**src/lps_pkg.sv**
```systemverilog
// ----------------------------------------------------------------------------
// lps_pkg
// Shared types, codes, saturation and magnitude helpers for the LU pivot linear solver.
// ----------------------------------------------------------------------------
package lps_pkg;

    // Item operation codes
    localparam logic [1:0] OP_LOAD_MAT = 2'd0;
    localparam logic [1:0] OP_LOAD_RHS = 2'd1;
    localparam logic [1:0] OP_SOLVE    = 2'd2;

    // Configuration register indexes
    localparam int CFG_IDX_W = 1;
    localparam logic [CFG_IDX_W-1:0] CFG_MATRIX_SIZE     = 1'b0;
    localparam logic [CFG_IDX_W-1:0] CFG_PIVOT_THRESHOLD = 1'b1;
    localparam int CFG_DATA_W = 31;

    localparam logic signed [31:0] Q_MAX = 32'sh7FFF_FFFF;
    localparam logic signed [31:0] Q_MIN = 32'sh8000_0000;

    // Matrix write data source
    typedef enum logic [1:0] {
        WSRC_RES    = 2'd0,
        WSRC_SWAP_A = 2'd1,
        WSRC_SWAP_B = 2'd2
    } lps_wsrc_t;

    // Controller to datapath commands
    typedef struct packed {
        logic      load_mat;
        logic      load_rhs;
        logic      ord_init;
        logic      ord_swap;
        logic      mat_rd;
        logic      sol_rd;
        logic      rhs_rd;
        logic      mul;
        logic      acc_clr;
        logic      acc_add;
        logic      b_from_sol;
        logic      base_from_sol;
        logic      piv_take;
        logic      div_start;
        logic      div_by_piv;
        logic      res_from_div;
        logic      mat_wr;
        lps_wsrc_t mat_src;
        logic      sol_wr;
        logic      sol_copy;
        logic      out_load;
        logic      out_singular;
        logic      out_last;
    } lps_cmd_t;

    // Datapath to controller status
    typedef struct packed {
        logic better;
        logic singular;
        logic div_done;
    } lps_stat_t;

    // Saturate a 33-bit signed sum to 32 bits
    function automatic logic signed [31:0] sat33(input logic signed [32:0] v);
        logic signed [31:0] r;
        if (v[32] != v[31])
        begin
            r = v[32] ? Q_MIN : Q_MAX;
        end
        else
        begin
            r = v[31:0];
        end
        return r;
    endfunction

    // Magnitude of a signed word as an unsigned word
    function automatic logic [31:0] mag32(input logic signed [31:0] v);
        logic [31:0] r;
        r = v[31] ? (~v + 32'd1) : v;
        return r;
    endfunction

endpackage

```
**src/lps_control.sv**
```systemverilog
// ----------------------------------------------------------------------------
// lps_control
// Sequencer for loads, Crout factorisation with pivoting, substitution and
// result transfer.
// ----------------------------------------------------------------------------
module lps_control #(
    parameter int MAX_SIZE = 16
) (
    input  logic                                  clk,
    input  logic                                  rst_n,
    input  logic                                  item_valid,
    input  logic [1:0]                            item_op,
    output logic                                  item_ready,
    output logic                                  result_valid,
    input  logic                                  result_ready,
    input  logic [4:0]                            size,
    input  lps_pkg::lps_stat_t                    stat,
    output lps_pkg::lps_cmd_t                     cmd,
    output logic [(MAX_SIZE > 1 ? $clog2(MAX_SIZE) : 1)-1:0] a_row,
    output logic [(MAX_SIZE > 1 ? $clog2(MAX_SIZE) : 1)-1:0] a_col,
    output logic [(MAX_SIZE > 1 ? $clog2(MAX_SIZE) : 1)-1:0] b_row,
    output logic [(MAX_SIZE > 1 ? $clog2(MAX_SIZE) : 1)-1:0] b_col,
    output logic [(MAX_SIZE > 1 ? $clog2(MAX_SIZE) : 1)-1:0] w_row,
    output logic [(MAX_SIZE > 1 ? $clog2(MAX_SIZE) : 1)-1:0] w_col,
    output logic [(MAX_SIZE > 1 ? $clog2(MAX_SIZE) : 1)-1:0] s_addr
);
    import lps_pkg::*;

    localparam int IW = MAX_SIZE > 1 ? $clog2(MAX_SIZE) : 1;
    localparam int CW = $clog2(MAX_SIZE + 1);

    typedef enum logic [20:0] {
        S_IDLE  = 21'h000001,
        S_INIT  = 21'h000002,
        S_JST   = 21'h000004,
        S_PRD   = 21'h000008,
        S_PCMP  = 21'h000010,
        S_PCHK  = 21'h000020,
        S_SWRD  = 21'h000040,
        S_SWW1  = 21'h000080,
        S_SWW2  = 21'h000100,
        S_TRD   = 21'h000200,
        S_TMUL  = 21'h000400,
        S_TACC  = 21'h000800,
        S_BRD   = 21'h001000,
        S_BSUB  = 21'h002000,
        S_DIVW  = 21'h004000,
        S_NEXT  = 21'h008000,
        S_CRD   = 21'h010000,
        S_CWR   = 21'h020000,
        S_ORD   = 21'h040000,
        S_OLOAD = 21'h080000,
        S_OWAIT = 21'h100000
    } state_t;

    typedef enum logic [1:0] {
        PH_L   = 2'd0,
        PH_U   = 2'd1,
        PH_FWD = 2'd2,
        PH_BWD = 2'd3
    } phase_t;

    state_t        state_reg, state_next;
    phase_t        phase_reg, phase_next;
    logic [CW-1:0] i_reg, i_next, j_reg, j_next, k_reg, k_next, n_reg, n_next;
    logic [CW-1:0] best_reg, best_next;
    logic          outv_reg, outv_next, fin_reg, fin_next;
    logic [CW-1:0] klim, i_inc, k_inc, j_inc;
    logic          fsub;

    assign i_inc = i_reg + CW'(1);
    assign k_inc = k_reg + CW'(1);
    assign j_inc = j_reg + CW'(1);
    assign fsub  = (phase_reg == PH_FWD) || (phase_reg == PH_BWD);

    // Term index limit of the current element
    always_comb
    begin
        unique case (phase_reg)
            PH_L, PH_U: klim = j_reg;
            PH_FWD:     klim = i_reg;
            default:    klim = n_reg;
        endcase
    end

    always_comb
    begin
        state_next = state_reg;
        phase_next = phase_reg;
        i_next     = i_reg;
        j_next     = j_reg;
        k_next     = k_reg;
        n_next     = n_reg;
        best_next  = best_reg;
        outv_next  = outv_reg;
        fin_next   = fin_reg;
        cmd        = '0;
        a_row      = '0;
        a_col      = '0;
        b_row      = '0;
        b_col      = '0;
        w_row      = '0;
        w_col      = '0;
        s_addr     = '0;

        unique case (state_reg)
            // Take loads directly; start a solve
            S_IDLE:
            begin
                if (item_valid)
                begin
                    unique case (item_op)
                        OP_LOAD_MAT: cmd.load_mat = 1'b1;
                        OP_LOAD_RHS: cmd.load_rhs = 1'b1;
                        OP_SOLVE:
                        begin
                            if (size == 5'd0)
                            begin
                                n_next = CW'(1);
                            end
                            else if (32'(size) > MAX_SIZE)
                            begin
                                n_next = CW'(MAX_SIZE);
                            end
                            else
                            begin
                                n_next = CW'(size);
                            end
                            state_next = S_INIT;
                        end
                        default: ;
                    endcase
                end
            end
            S_INIT:
            begin
                cmd.ord_init = 1'b1;
                j_next       = '0;
                state_next   = S_JST;
            end
            // Column start: L column first unless at column zero
            S_JST:
            begin
                cmd.acc_clr = 1'b1;
                i_next      = j_reg;
                k_next      = '0;
                if (j_reg == '0)
                begin
                    state_next = S_PRD;
                end
                else
                begin
                    phase_next = PH_L;
                    state_next = S_TRD;
                end
            end
            // Pivot search down the column
            S_PRD:
            begin
                cmd.mat_rd = 1'b1;
                a_row      = IW'(i_reg);
                a_col      = IW'(j_reg);
                state_next = S_PCMP;
            end
            S_PCMP:
            begin
                if ((i_reg == j_reg) || stat.better)
                begin
                    cmd.piv_take = 1'b1;
                    best_next    = i_reg;
                end
                if (i_inc < n_reg)
                begin
                    i_next     = i_inc;
                    state_next = S_PRD;
                end
                else
                begin
                    state_next = S_PCHK;
                end
            end
            S_PCHK:
            begin
                cmd.acc_clr = 1'b1;
                k_next      = '0;
                if (stat.singular)
                begin
                    cmd.out_load     = 1'b1;
                    cmd.out_singular = 1'b1;
                    cmd.out_last     = 1'b1;
                    outv_next        = 1'b1;
                    fin_next         = 1'b1;
                    state_next       = S_OWAIT;
                end
                else if (best_reg != j_reg)
                begin
                    cmd.ord_swap = 1'b1;
                    a_row        = IW'(j_reg);
                    b_row        = IW'(best_reg);
                    state_next   = S_SWRD;
                end
                else if (j_inc < n_reg)
                begin
                    phase_next = PH_U;
                    i_next     = j_inc;
                    state_next = S_TRD;
                end
                else
                begin
                    i_next     = '0;
                    state_next = S_CRD;
                end
            end
            // Row swap, one column at a time
            S_SWRD:
            begin
                cmd.mat_rd = 1'b1;
                a_row      = IW'(j_reg);
                a_col      = IW'(k_reg);
                b_row      = IW'(best_reg);
                b_col      = IW'(k_reg);
                state_next = S_SWW1;
            end
            S_SWW1:
            begin
                cmd.mat_wr  = 1'b1;
                cmd.mat_src = WSRC_SWAP_B;
                w_row       = IW'(j_reg);
                w_col       = IW'(k_reg);
                state_next  = S_SWW2;
            end
            S_SWW2:
            begin
                cmd.mat_wr  = 1'b1;
                cmd.mat_src = WSRC_SWAP_A;
                w_row       = IW'(best_reg);
                w_col       = IW'(k_reg);
                if (k_inc < n_reg)
                begin
                    k_next     = k_inc;
                    state_next = S_SWRD;
                end
                else
                begin
                    k_next = '0;
                    if (j_inc < n_reg)
                    begin
                        phase_next = PH_U;
                        i_next     = j_inc;
                        state_next = S_TRD;
                    end
                    else
                    begin
                        i_next     = '0;
                        state_next = S_CRD;
                    end
                end
            end
            // Dot product terms
            S_TRD:
            begin
                a_row  = IW'((phase_reg == PH_U) ? j_reg : i_reg);
                a_col  = IW'(k_reg);
                b_row  = IW'(k_reg);
                b_col  = IW'((phase_reg == PH_L) ? j_reg : i_reg);
                s_addr = IW'(k_reg);
                if (k_reg < klim)
                begin
                    cmd.mat_rd = 1'b1;
                    cmd.sol_rd = fsub;
                    state_next = S_TMUL;
                end
                else
                begin
                    state_next = S_BRD;
                end
            end
            S_TMUL:
            begin
                cmd.mul        = 1'b1;
                cmd.b_from_sol = fsub;
                state_next     = S_TACC;
            end
            S_TACC:
            begin
                cmd.acc_add = 1'b1;
                k_next      = k_inc;
                state_next  = S_TRD;
            end
            // Base value and divisor
            S_BRD:
            begin
                a_row      = IW'((phase_reg == PH_U) ? j_reg : i_reg);
                a_col      = IW'((phase_reg == PH_U) ? i_reg : j_reg);
                b_row      = IW'(i_reg);
                b_col      = IW'(i_reg);
                s_addr     = IW'(i_reg);
                cmd.mat_rd = (phase_reg != PH_BWD);
                cmd.sol_rd = fsub;
                state_next = S_BSUB;
            end
            S_BSUB:
            begin
                cmd.base_from_sol = fsub;
                w_row             = IW'(i_reg);
                w_col             = IW'(j_reg);
                s_addr            = IW'(i_reg);
                unique case (phase_reg)
                    PH_L:
                    begin
                        cmd.mat_wr = 1'b1;
                        state_next = S_NEXT;
                    end
                    PH_BWD:
                    begin
                        cmd.sol_wr = 1'b1;
                        state_next = S_NEXT;
                    end
                    default:
                    begin
                        cmd.div_start  = 1'b1;
                        cmd.div_by_piv = (phase_reg == PH_U);
                        state_next     = S_DIVW;
                    end
                endcase
            end
            S_DIVW:
            begin
                cmd.res_from_div = 1'b1;
                w_row            = IW'(j_reg);
                w_col            = IW'(i_reg);
                s_addr           = IW'(i_reg);
                if (stat.div_done)
                begin
                    cmd.mat_wr = (phase_reg == PH_U);
                    cmd.sol_wr = (phase_reg == PH_FWD);
                    state_next = S_NEXT;
                end
            end
            // Advance to the next element or phase
            S_NEXT:
            begin
                cmd.acc_clr = 1'b1;
                k_next      = '0;
                unique case (phase_reg)
                    PH_L:
                    begin
                        if (i_inc < n_reg)
                        begin
                            i_next     = i_inc;
                            state_next = S_TRD;
                        end
                        else
                        begin
                            i_next     = j_reg;
                            state_next = S_PRD;
                        end
                    end
                    PH_U:
                    begin
                        if (i_inc < n_reg)
                        begin
                            i_next     = i_inc;
                            state_next = S_TRD;
                        end
                        else
                        begin
                            j_next     = j_inc;
                            state_next = S_JST;
                        end
                    end
                    PH_FWD:
                    begin
                        if (i_inc < n_reg)
                        begin
                            i_next     = i_inc;
                            state_next = S_TRD;
                        end
                        else if (n_reg > CW'(1))
                        begin
                            phase_next = PH_BWD;
                            i_next     = n_reg - CW'(2);
                            k_next     = n_reg - CW'(1);
                            state_next = S_TRD;
                        end
                        else
                        begin
                            i_next     = '0;
                            state_next = S_ORD;
                        end
                    end
                    default:
                    begin
                        if (i_reg != '0)
                        begin
                            i_next     = i_reg - CW'(1);
                            k_next     = i_reg;
                            state_next = S_TRD;
                        end
                        else
                        begin
                            state_next = S_ORD;
                        end
                    end
                endcase
            end
            // Permuted copy of the right-hand side
            S_CRD:
            begin
                cmd.rhs_rd = 1'b1;
                s_addr     = IW'(i_reg);
                state_next = S_CWR;
            end
            S_CWR:
            begin
                cmd.sol_wr   = 1'b1;
                cmd.sol_copy = 1'b1;
                s_addr       = IW'(i_reg);
                if (i_inc < n_reg)
                begin
                    i_next     = i_inc;
                    state_next = S_CRD;
                end
                else
                begin
                    cmd.acc_clr = 1'b1;
                    phase_next  = PH_FWD;
                    i_next      = '0;
                    k_next      = '0;
                    state_next  = S_TRD;
                end
            end
            // Emit solutions in index order
            S_ORD:
            begin
                cmd.sol_rd = 1'b1;
                s_addr     = IW'(i_reg);
                state_next = S_OLOAD;
            end
            S_OLOAD:
            begin
                cmd.out_load = 1'b1;
                cmd.out_last = (i_inc == n_reg);
                s_addr       = IW'(i_reg);
                fin_next     = (i_inc == n_reg);
                outv_next    = 1'b1;
                state_next   = S_OWAIT;
            end
            S_OWAIT:
            begin
                if (result_ready)
                begin
                    outv_next = 1'b0;
                    if (fin_reg)
                    begin
                        state_next = S_IDLE;
                    end
                    else
                    begin
                        i_next     = i_inc;
                        state_next = S_ORD;
                    end
                end
            end
            default:
            begin
                state_next = S_IDLE;
            end
        endcase
    end

    always_ff @(posedge clk or negedge rst_n)
    begin
        if (!rst_n)
        begin
            state_reg <= S_IDLE;
            phase_reg <= PH_L;
            i_reg     <= '0;
            j_reg     <= '0;
            k_reg     <= '0;
            n_reg     <= CW'(1);
            best_reg  <= '0;
            outv_reg  <= 1'b0;
            fin_reg   <= 1'b0;
        end
        else
        begin
            state_reg <= state_next;
            phase_reg <= phase_next;
            i_reg     <= i_next;
            j_reg     <= j_next;
            k_reg     <= k_next;
            n_reg     <= n_next;
            best_reg  <= best_next;
            outv_reg  <= outv_next;
            fin_reg   <= fin_next;
        end
    end

    assign item_ready   = (state_reg == S_IDLE);
    assign result_valid = outv_reg;

endmodule

```
**config.mk**
```make
export PLATFORM = sky130hd
export DESIGN_NAME = lps_control
export DESIGN_NICKNAME = d
export VERILOG_FILES = /design/src/lps_pkg.sv /design/src/lps_control.sv
export SDC_FILE = /design/constraint.sdc
export NUM_CORES = 1
export LEC_CHECK = 0
export BUFFER_PORTS_ARGS = -buffer_cell sky130_fd_sc_hd__buf_2
export CORE_MARGIN = 8
export CORE_UTILIZATION = 55
export DETAILED_ROUTE_END_ITERATION = 6
export PLACE_DENSITY = 0.83
export SKIP_LAST_GASP = 1
export SLEW_MARGIN = 20
export SYNTH_ARGS = -nofsm -noshare
export SYNTH_HDL_FRONTEND = slang
export SYNTH_SLANG_ARGS = --single-unit
```
**constraint.sdc**
```tcl
create_clock -name clk -period 4.74 [get_ports clk]
set_input_delay 0.948 -clock clk [delete_from_list [all_inputs] [get_ports clk]]
set_output_delay 0.948 -clock clk [all_outputs]
set_load 0.01 [all_outputs]
```
==> flow_metrics.py <==
metrics = {
    "run_status": {
        "status": "finished with violations",
        "violations": "DRC",
    },
    "sta": {
        "fin_crit_ns": 4.44,
        "fin_tns_setup_ns": 0,
        "setup_ws_ns": 0.301,
        "fmax_ghz": 0.225,
        "worst_pin_slew_ns": 1.05,
        "fin_skew_ns": 0.0125,
        "report.final.hold_viol_count": 0,
        "drv_slew": 0,
        "rsz0062_at_grt": "false",
        "setup_viol": 0,
        "slew-limit-headroom_pct": 29.2,
        "min_period_over_period_pct": 93.7,
    },
    "global_route": {
        "grt.busiest_layer": "met2",
        "grt_use_total_pct": 28.7,
        "grt_pass1_vias": 5251,
        "use_met1_pct": 35.2,
        "grtUsageMet2_pct": 46.9,
        "grt_pass1_wl_um": 28800,
        "globalRoute.totalOverflow": 0,
        "antenna_found_initial": 0,
        "grt_max_degree": 51,
        "use_met3_pct": 5.57,
    },
    "worst_setup_path": {
        "rr_endpoint": "i_reg[3]$_DFFE_PN0P_",
        "cp.required_ns": 3.79,
        "ff2ff_path_depth": 13,
        "critPathLaunchType": "flop",
        "path_class": "flop to primary output",
        "endpoint_kind": "primary output",
        "r2r_setup_slack_ns": 0.91,
        "r2r-start": "i_reg[2]$_DFFE_PN0P_",
        "worstPathArrival_ns": 3.49,
        "cp_max_fo": 15,
    },
    "routing": {
        "ant_nets": 0,
        "routedWlPerCell_um": 23.7,
        "via_per_inst": 6.94,
        "vias": 5420,
        "initialDrtViolationCount": 698,
        "totalWireLength_um": 18500,
        "drc": 10,
        "firstDrtPassIters": 7,
    },
    "logic_synthesis": {
        "syn_nets": 664,
        "async_flop_share_pct": 100,
        "synth_flop_cell": "dfrtp_1",
        "ys_seq_area_share_pct": 25.2,
        "netlist_area_um2": 4980,
        "synthCells": 617,
        "ys_types": 83,
        "synth-edff-count": 0,
        "synth-warning-count": 0,
        "synth.avg_cell_area_um2": 8.06,
        "ys_ff_latch": 50,
    },
    "cts": {
        "path_clk_slew_ns": 0.10,
        "postCtsSetupBuffers": 0,
        "post_cts_resized": 0,
        "htree_levels": 2,
        "worstSkewPairLatency_ns": 0.31,
        "hold_buffers": 0,
        "numCtsBuffers": 5,
        "root_buffer": "clkbuf_8",
        "clockBufferDepth": 2,
        "cts_tree": "built",
        "cts_sinks": 50,
    },
    "min_path": {
        "min_from": "result_valid$_DFFE_PN0P_",
        "holdPathStages": 2,
        "hp-class": "flop to flop",
        "holdPathEnd": "result_valid$_DFFE_PN0P_",
    },
    "layout": {
        "stdcell_area_um2": 5540,
        "multi_input_area_um2": 3420,
        "fin_nets": 719,
        "drive_above_1_share_pct": 20.4,
        "area.sequential_um2": 1250,
        "area_growth_pct": 11.4,
        "nFillCells": 814,
        "largest_register_ffs": 21,
        "antenna_cells": 0,
    },
    "pwr": {
        "power.leakage_nw": 2.81,
        "powerDensity_nw_per_um2": 337,
        "vdd_drop_max_mv": 0.284,
    },
    "die": {
        "die_h_um": 111,
        "core_um2": 8760,
        "start_util_pct": 56.8,
        "die_w_um": 111,
        "rows": 34,
        "die_area_um2": 12300,
        "ios": 68,
    },
    "placement": {
        "port_buffers": 67,
        "placed_cell_area_um2": 5450,
        "dp_hpwl_um": 14000,
        "gp_congestion": 0.943,
        "post-place-ws_ns": 0.667,
    },
    "run": {
        "drv_cap": 0,
    },
}
## layout by cell type, fill, tap and decap left out, types with 5 or more instances in the layout
master and n:
nand2b_1 12, nand2_1 46, o31ai_1 6, xnor2_1 11, buf_2 67, nor4_2 5, inv_1 40, nand4_1 7
nor4_1 7, nand3_1 25, or3_1 6, dfrtp_1 48, a22o_1 9, a31oi_1 7, buf_4 19, a21oi_1 22
o21ai_0 43, a22oi_1 9, ha_1 33, a21o_1 10, or4_1 6, o21ai_1 5, mux2_2 5, nor2_1 52
xor2_1 15, a222oi_1 16, nor3_1 15, and2_1 7, nor2b_1 12, clkbuf_8 6, or2_2 6, a32oi_1 7
## critical path: stages, from the launching register on
cell and delay (ns):
dfrtp_1 0.45, inv_1 0.10, ha_1 0.42, or2_2 0.41, a22oi_1 0.17, nor2_1 0.06, a21oi_1 0.14, ha_1 0.24
a21o_1 0.16, a21o_1 0.18, a21o_1 0.18, a21oi_1 0.31, nor2_1 0.10, o21bai_1 0.12, buf_2 0.14
## metal layers
| layer | part of all wire, % | wire length (um) | up-vias |
|---|---|---|---|
| li1 | - | - | 2407 |
| met3 | 8.1 | 1500 | 85 |
| met2 | 47 | 8750 | 325 |
| met1 | 40 | 7300 | 2603 |
| met4 | 5.0 | 932 | 0 |
| met5 | 0 | 0 | - |
## cell usage after synthesis (11+ instances only)
library cell	number	area, um^2
clkbuf_1	33	124
xor2_1	15	131
nor2b_1	12	75.1
nand2_1	46	173
dfrtp_1	48	1200
nor3_1	15	75.1
ha_1	33	413
o21ai_0	43	215
inv_1	40	150
a21oi_1	22	110
nor2_1	52	195
a222oi_1	16	160
nand3_1	25	125
xnor2_1	11	96.3
nand2b_1	12	75.1
## how the worst max path moves through the flow
stage,startpoint,endpoint,slack (ns),depth (start not counted)
after detailed placement,phase_reg[0]$_DFFE_PN0P_,cmd[18],0.67,14
final,phase_reg[0]$_DFFE_PN0P_,cmd[18],0.30,14
after global placement,phase_reg[0]$_DFFE_PN0P_,cmd[18],0.78,14
after floorplan,phase_reg[0]$_DFFE_PN0P_,cmd[18],0.98,13
after CTS,phase_reg[0]$_DFFE_PN0P_,cmd[18],0.35,14
after global routing,phase_reg[0]$_DFFE_PN0P_,cmd[18],0.04,14
## area by class of cell
| cell class | count | area share (%) |
|---|---|---|
| flip-flops and latches | 50 | 22.6 |
| clock inverters | 2 | 0.226 |
| multi-input cells | 486 | 61.7 |
| clock buffers | 6 | 1.49 |
| inverters | 43 | 2.91 |
| repair buffers | 86 | 8.62 |
| well taps | 108 | 2.44 |
## power by group
| group | internal (W) | switching, W |
|---|---|---|
| sequential | 0.000472 | 0.0000843 |
| combinational | 0.000363 | 0.000677 |
| clock | 0.000118 | 0.000154 |
| total | 0.000953 | 0.000915 |
## cell families after synthesis
| logic type | Yosys count | synth area share, % |
|---|---|---|
| DFF | 50 | 25.2 |
| and+or+nand+nor | 240 | 27.3 |
| buffers and inverters | 81 | 6.31 |
| adders and majority gates | 33 | 8.30 |
| muxes | 8 | 1.76 |
| AOI/OAI and AO/OA | 179 | 26.6 |
| xor gates and xnor gates | 26 | 4.58 |
## per-stage QoR
step	total power (W)	hold WS, ns	utilization [%]	instances
after floorplan	0.00126	0.484	-	617
after global placement	0.00156	0.452	62.2	773
after detailed placement	0.00157	0.456	62.2	773
after CTS	0.00184	0.481	63.3	781
after global routing	0.00199	0.531	63.3	781
final	0.00187	0.480	63.3	781
Note: power is estimated with default switching activity, not from simulation.
